<file path="config.mk">
export PLATFORM = sky130hd
export DESIGN_NAME = cfa_fit_unit
export DESIGN_NICKNAME = d
export VERILOG_FILES = /design/src/design/cfa_pkg.sv /design/src/design/cfa_fit_unit.sv
export SDC_FILE = /design/constraint.sdc
export NUM_CORES = 1
export LEC_CHECK = 0
export ABC_CLOCK_PERIOD_IN_PS = 9700
export BUFFER_PORTS_ARGS = -buffer_cell sky130_fd_sc_hd__buf_2
export CAP_MARGIN = 10
export CORE_ASPECT_RATIO = 2
export CORE_MARGIN = 2
export CORE_UTILIZATION = 55
export DETAILED_ROUTE_END_ITERATION = 10
export GPL_TIMING_DRIVEN = 0
export PLACE_DENSITY_LB_ADDON = 0.05
export REMOVE_ABC_BUFFERS = 1
export SLEW_MARGIN = 20
export SYNTH_ARGS = -nofsm -noshare
export SYNTH_HDL_FRONTEND = slang
export SYNTH_SLANG_ARGS = --single-unit
</file>
<file path="constraint.sdc">
create_clock -name clk -period 9.7 [get_ports clk]
set_input_delay 0.485 -clock clk [delete_from_list [all_inputs] [get_ports clk]]
set_output_delay 0.485 -clock clk [all_outputs]
set_load 0.005 [all_outputs]
</file>
<file path="src/design/cfa_pkg.sv">
// Shared types, field widths and codes for the contiguous fit allocator.
// Used by the fit unit, the top level and the testbench; depends on nothing else.
package cfa_pkg;

    localparam int MEM_CELLS_DEF = 4096;
    localparam int ID_BITS_DEF   = 16;

    localparam int MODE_W   = 2;
    localparam int SIZE_W   = 13;
    localparam int AID_W    = 16;
    localparam int STATUS_W = 2;
    localparam int BASE_W   = 12;
    localparam int GID_W    = 16;

    localparam int IN_TDATA_W  = 32;
    localparam int OUT_TDATA_W = 32;
    localparam int IN_PAD_W    = IN_TDATA_W - MODE_W - SIZE_W - AID_W;
    localparam int OUT_PAD_W   = OUT_TDATA_W - STATUS_W - BASE_W - GID_W;

    typedef enum logic [MODE_W-1:0] {
        MODE_BEST  = 2'd0,
        MODE_WORST = 2'd1,
        MODE_FIRST = 2'd2,
        MODE_FREE  = 2'd3
    } mode_t;

    typedef enum logic [STATUS_W-1:0] {
        ST_OK      = 2'd0,
        ST_NOSPACE = 2'd1,
        ST_ZERO    = 2'd2,
        ST_NOID    = 2'd3
    } status_t;

    typedef struct packed {
        logic clear;
        logic cell_vld;
        logic cell_free;
        logic flush;
    } fit_ctl_t;

endpackage

</file>
<file path="src/design/cfa_fit_unit.sv">
// Run tracker and fit comparator: measures free runs cell by cell and keeps the chosen one.
// Depends on cfa_pkg for the mode codes and the control struct.
module cfa_fit_unit #(
    parameter int MEM_CELLS = cfa_pkg::MEM_CELLS_DEF
) (
    input  logic                         clk,
    input  logic                         rst_n,
    input  cfa_pkg::fit_ctl_t            ctl,
    input  cfa_pkg::mode_t               mode,
    input  logic [cfa_pkg::SIZE_W-1:0]   need,
    input  logic [$clog2(MEM_CELLS)-1:0] cell_idx,
    output logic                         found,
    output logic [$clog2(MEM_CELLS)-1:0] best_start
);
    import cfa_pkg::*;

    localparam int AW = $clog2(MEM_CELLS);
    localparam int LW = (AW + 1 > SIZE_W) ? AW + 1 : SIZE_W;

    logic          found_reg;
    logic [AW-1:0] best_start_reg;
    logic [AW:0]   best_len_reg;
    logic [AW-1:0] run_start_reg;
    logic [AW:0]   run_len_reg;
    logic          fits;
    logic          take;
    logic          weigh;

    always_comb
    begin
        fits  = (run_len_reg != '0) && (LW'(run_len_reg) >= LW'(need));
        take  = fits && (!found_reg ||
                         (mode == MODE_BEST && run_len_reg < best_len_reg) ||
                         (mode == MODE_WORST && run_len_reg > best_len_reg));
        weigh = ctl.flush || (ctl.cell_vld && !ctl.cell_free);
    end

    always_ff @(posedge clk or negedge rst_n)
    begin
        if (!rst_n)
        begin
            found_reg   <= 1'b0;
            run_len_reg <= '0;
        end
        else if (ctl.clear)
        begin
            found_reg   <= 1'b0;
            run_len_reg <= '0;
        end
        else
        begin
            if (weigh && take)
            begin
                found_reg      <= 1'b1;
                best_start_reg <= run_start_reg;
                best_len_reg   <= run_len_reg;
            end
            if (ctl.cell_vld && ctl.cell_free)
            begin
                if (run_len_reg == '0)
                begin
                    run_start_reg <= cell_idx;
                end
                run_len_reg <= run_len_reg + 1'b1;
            end
            else if (weigh)
            begin
                run_len_reg <= '0;
            end
        end
    end

    assign found      = found_reg;
    assign best_start = best_start_reg;

endmodule

</file>
Word-level counts from Yosys, hierarchy flattened

Cells that the tools add are included.

Bits in registers: 51
Input bits: 33

Reduce and logical (&&, ||, !) cells: 19
$lt $le $gt $ge: 3
Equality and inequality tests: 1
Add/subtract/negate cells: 1
Bitwise gates (word level): 1
Multiplexer cells: 5

Operators by type and width:

| operator                                            | number |
|---|---|
| two-way mux 13 bit                                  | 3 |
| adder 13 x 1 -> 13 bit, second input constant       | 1 |
| greater-or-equal comparator 13 bit                  | 1 |
| > comparator 13 bit                                 | 1 |
| logical NOT 13 bit                                  | 1 |
| < comparator 13 bit                                 | 1 |
| nonzero test 13 bit                                 | 1 |
| logical AND 1 bit                                   | 7 |
| AND reduction 4 bit                                 | 1 |
| logical OR 1 bit                                    | 3 |
| AND reduction 3 bit                                 | 1 |
| nonzero test 3 bit                                  | 1 |
| equality test 2 x 1 -> 1 bit, second input constant | 1 |
| logical NOT 1 bit                                   | 2 |
| logical NOT 2 bit                                   | 1 |
| two-way mux 1 bit                                   | 2 |
| nonzero test 2 bit                                  | 1 |
| inverter 1 bit                                      | 1 |

Depth between registers and ports, before layout

Depth in word-level cells: 8
Gate-level depth with buffers: 8
Gate-level depth less buffers: 8

Least setup slack after synthesis

OpenSTA, ideal clock, no wires.

Path type: input -> register
Start: input need[8] (netlist bit)
End: register best_len_reg[0] (enable)
Arrival time: 2.695 ns
Path slack: 6.600 ns
Cell stages on the path: 8
Data required time: 9.295 ns
Library setup time: 0.405 ns
Cells stage by stage: inv_1 > ha_1 > and3_1 > nand4_1 > or3_1 > a31oi_1 > o21ai_1 > a211oi_2

Longest elaborated chain between the ends: 5

Ends and longest elaborated chain:

| element                            | line               | RTL |
|---|---|---|
| start, declared                    | cfa_fit_unit.sv:10 | `input logic [cfa_pkg::SIZE_W-1:0] need,` |
| greater-or-equal comparator 13 bit | cfa_fit_unit.sv:31 | `fits = (run_len_reg != '0) && (LW'(run_len_reg) >= LW'(need));` |
| logical AND 1 bit                  | cfa_fit_unit.sv:31 |  |
| logical AND 1 bit                  | cfa_fit_unit.sv:32 | `take = fits && (!found_reg \|\|` |
| logical AND 1 bit                  | cfa_fit_unit.sv:52 | `if (weigh && take)` |
| AND reduction 3 bit (no line)      | -                  |  |
| end signal, assigned               | cfa_fit_unit.sv:56 | `best_len_reg <= run_len_reg;` |
| end, declared                      | cfa_fit_unit.sv:22 | `logic [AW:0] best_len_reg;` |

Every way passes these cells.
A chain may end at the register's enable or synchronous reset.

Worst setup path in the final report

Start: register run_len_reg[4]
End: register best_len_reg[0] (enable)

Longest elaborated chain between the ends: 7

Ends and longest elaborated chain:

| element                         | line               | RTL |
|---|---|---|
| start, declared                 | cfa_fit_unit.sv:24 | `logic [AW:0] run_len_reg;` |
| start signal, assigned          | cfa_fit_unit.sv:64 | `run_len_reg <= run_len_reg + 1'b1;` |
| < comparator 13 bit             | cfa_fit_unit.sv:33 | `(mode == MODE_BEST && run_len_reg < best_len_reg) \|\|` |
| logical AND 1 bit               | cfa_fit_unit.sv:33 |  |
| logical OR 1 bit                | cfa_fit_unit.sv:32 |  |
| logical OR 1 bit                | cfa_fit_unit.sv:33 |  |
| logical AND 1 bit *             | cfa_fit_unit.sv:32 |  |
| logical AND 1 bit *             | cfa_fit_unit.sv:52 |  |
| AND reduction 3 bit (no line) * | -                  |  |

Every way passes the cells marked *; elsewhere a longest branch is shown, timed or not.

==> results.cfg <==
[status]
status = completed

[synth]
synthCells = 222
synth_area_leaders = edfxtp_1, dfrtp_1, ha_1
syn_area_mm2 = 0.002564
synthArstFlopShare_pct = 27.45
synth-edff-count = 37
synthTopCellsByCount = edfxtp_1, inv_1, ha_1
synth-seq-cells = 51
yosysWarningCount = 0
netlist.area_leader.share_pct = 43.34
yosys.area.top_type = edfxtp_1
synth_seq_area_share_pct = 57.00
avgSynthCellArea_um2 = 11.55
ys_types = 36
post-synth-top-count-cell = edfxtp_1
synth_flop_cell = edfxtp_1

[power]
switching_share_pct = 20.34
comb_power_share_pct = 5.0
net-switching-power_uw = 79.02
p_int_uw = 309.4
pwr-share-clk_pct = 34.6
power_frac_seq_pct = 60.4
power_density_mw_per_mm2 = 130.0
worst_ir_drop_vdd_mv = 0.1233
p_leak_uw = 0.001312

[detailed_routing]
wl_mm = 5.061
wl_met2_mm = 2.829
met3WireLength_um = 191
initialDrtViolationCount = 42
viasPerCell = 5.503
wl_met1_mm = 1.889
num_vias = 1816
route.detailed.drc = 0
postRouteAntennaNets = 0
top_layer = met4
avgRoutedWirePerCell_um = 15.34
first_pass_iters = 4

[worst_hold_path]
hp-class = in2async

[final_layout]
syn_to_final_growth_pct = 16.50
layout-drive-gt1-share_pct = 23.64
antenna_cells = 0
fin_nets = 335
final_area_mm2 = 0.002987
n_fill_cell = 392

[sta]
grt_setup_unrepaired = false
worst_slew_pin_slew_ns = 0.7659
tns_ns = 0
period_needed_ns = 2.995
hold_viol = 0
max_clock_freq_mhz = 333.9
holdWs_ns = 0.06644
slew_viol_final = 0
fin_skew_ns = 0.01147
final.period_utilization_pct = 30.88
finalSetupViolCount = 0
slew_headroom_pct = 48.66

[floorplanning]
io_pins = 46
die_y_um = 100.6
start_util_pct = 56.29
die-area_mm2 = 0.005256
die_x_um = 52.28
row_count = 35
coreArea_mm2 = 0.004554

[cts]
clk_latency_ns = 0.30
hold_buffers = 0
cts_buffers = 5
clk_path_buf_depth = 2
ctsResizeCount = 0
clock_sinks = 51
h-tree-depth = 2
path_clk_slew_ns = 0.09
cts_tree = done
root_buffer = clkbuf_8
cts_post_setup_buffers_inserted = 0

[critical_path]
critPathRequiredTime_ns = 9.72
path_delay_family = compound AO/OA/AOI/OAI gates
critPathCapture = best_len_reg[0]
crit_path_start = run_len_reg[4]
slowest_stage = a211oi_4
rr_endpoint = best_len_reg[0]
max_stage_delay_ns = 0.65
startpoint_type = flop
cp.depth = 8
crit_fanout = 14
crit_path_end_kind = flop
crit_type = reg2reg
reg2regPathDepth = 8
critPathBufInv = 1
r2r-start = run_len_reg[4]
arrival_ns = 3.01
path_cells = ha_1, nand3_1, o21bai_1, a311oi_1, a211oi_1, mux2i_1, a211oi_4, buf_8
reg2reg_slack_ns = 6.71

[grt]
antenna_found_initial = 0
grt_pass1_wl_mm = 7.907
grt_overflow = 0
grt_max_degree = 17
grt_pass1_vias = 1772
track_usage_pct = 21.32

[run]
drv_cap = 0

[place]
globalplace.congestion = 0.8465
hpwl_mm = 3.810
placedInstanceArea_mm2 = 0.002882
io_buffers = 45
[how the worst min path moves through the flow]
stage | startpoint | end | slack [ns] | cells after the start
floorplan | rst_n | found | 0.19 | 0
global placement | run_start_reg[5] | best_start[5] | 0.40 | 0
detailed placement | rst_n | run_len_reg[10] | 0.40 | 1
CTS | rst_n | run_len_reg[1] | 0.07 | 1
global route | rst_n | run_len_reg[2] | 0.08 | 1
finish | rst_n | run_len_reg[0] | 0.07 | 1
[through the flow]
stage	total power, µW	setup WS (ns)	cells	util [%]
6_report	388.4	6.705	330	65.58
5_1_grt	403.0	6.492	330	65.58
4_1_cts	391.9	6.638	330	65.58
3_5_place_dp	258.8	6.644	322	63.27
3_3_place_gp	257.6	5.814	320	62.39
2_1_floorplan	247.8	6.600	220	-
[layout by cell type (no fill, tap or decap), types with 2 or more instances in the layout]
cell       n
a211oi_1   2
a21o_1     2
a21oi_1   12
a31oi_1    2
and3_1     2
buf_2     45
clkbuf_8   5
dfrtp_1   14
edfxtp_1  37
ha_1      28
inv_1     29
nand2_1   18
nand2b_1   2
nand3_1    5
nand3_2    3
nand4_1    5
nor2_1    12
nor2b_1    3
nor3_2     4
nor4_1     3
o21ai_0   20
o21ai_1    2
or3_1      2
[per-layer routing]
metal,up-vias,track usage [%]
li1,901,-
met1,854,20.92
met2,51,40.80
met3,10,3.264
met4,0,10.45
met5,-,0
[power groups by stage]
stage / Combinational, µW / Sequential (µW) / Clock (µW)
global route: 22.0 / 235 / 146
CTS: 19.5 / 235 / 138
floorplan: 8.61 / 239 / 0
detailed placement: 19.4 / 239 / 0
finish: 19.3 / 235 / 135
global placement: 18.2 / 239 / 0
[logic make-up (layout without fill, tap and decap cells)]
kind of cell	after synthesis	in the layout	share of synthesized area (%)
and+or+nand+nor	65	65	13.66
AOI/OAI and AO/OA	45	45	10.05
buffers and inverters	31	84	4.880
muxes	1	1	0.3904
DFF	51	51	57.00
adders and majority gates	28	28	13.67
xor gates and xnor gates	1	1	0.3417
[area by class of cell]
class                   count  area (µm²)  area share [%]
flip-flops and latches     51        1461           48.93
multi-input cells         140       994.7           33.31
repair buffers             47       247.7           8.295
inverters                  29       108.9           3.645
clock buffers               7       97.59           3.268
well taps                  55       68.82           2.304
clock inverters             1       7.507          0.2514
Note: power is estimated with default switching activity, not from simulation.
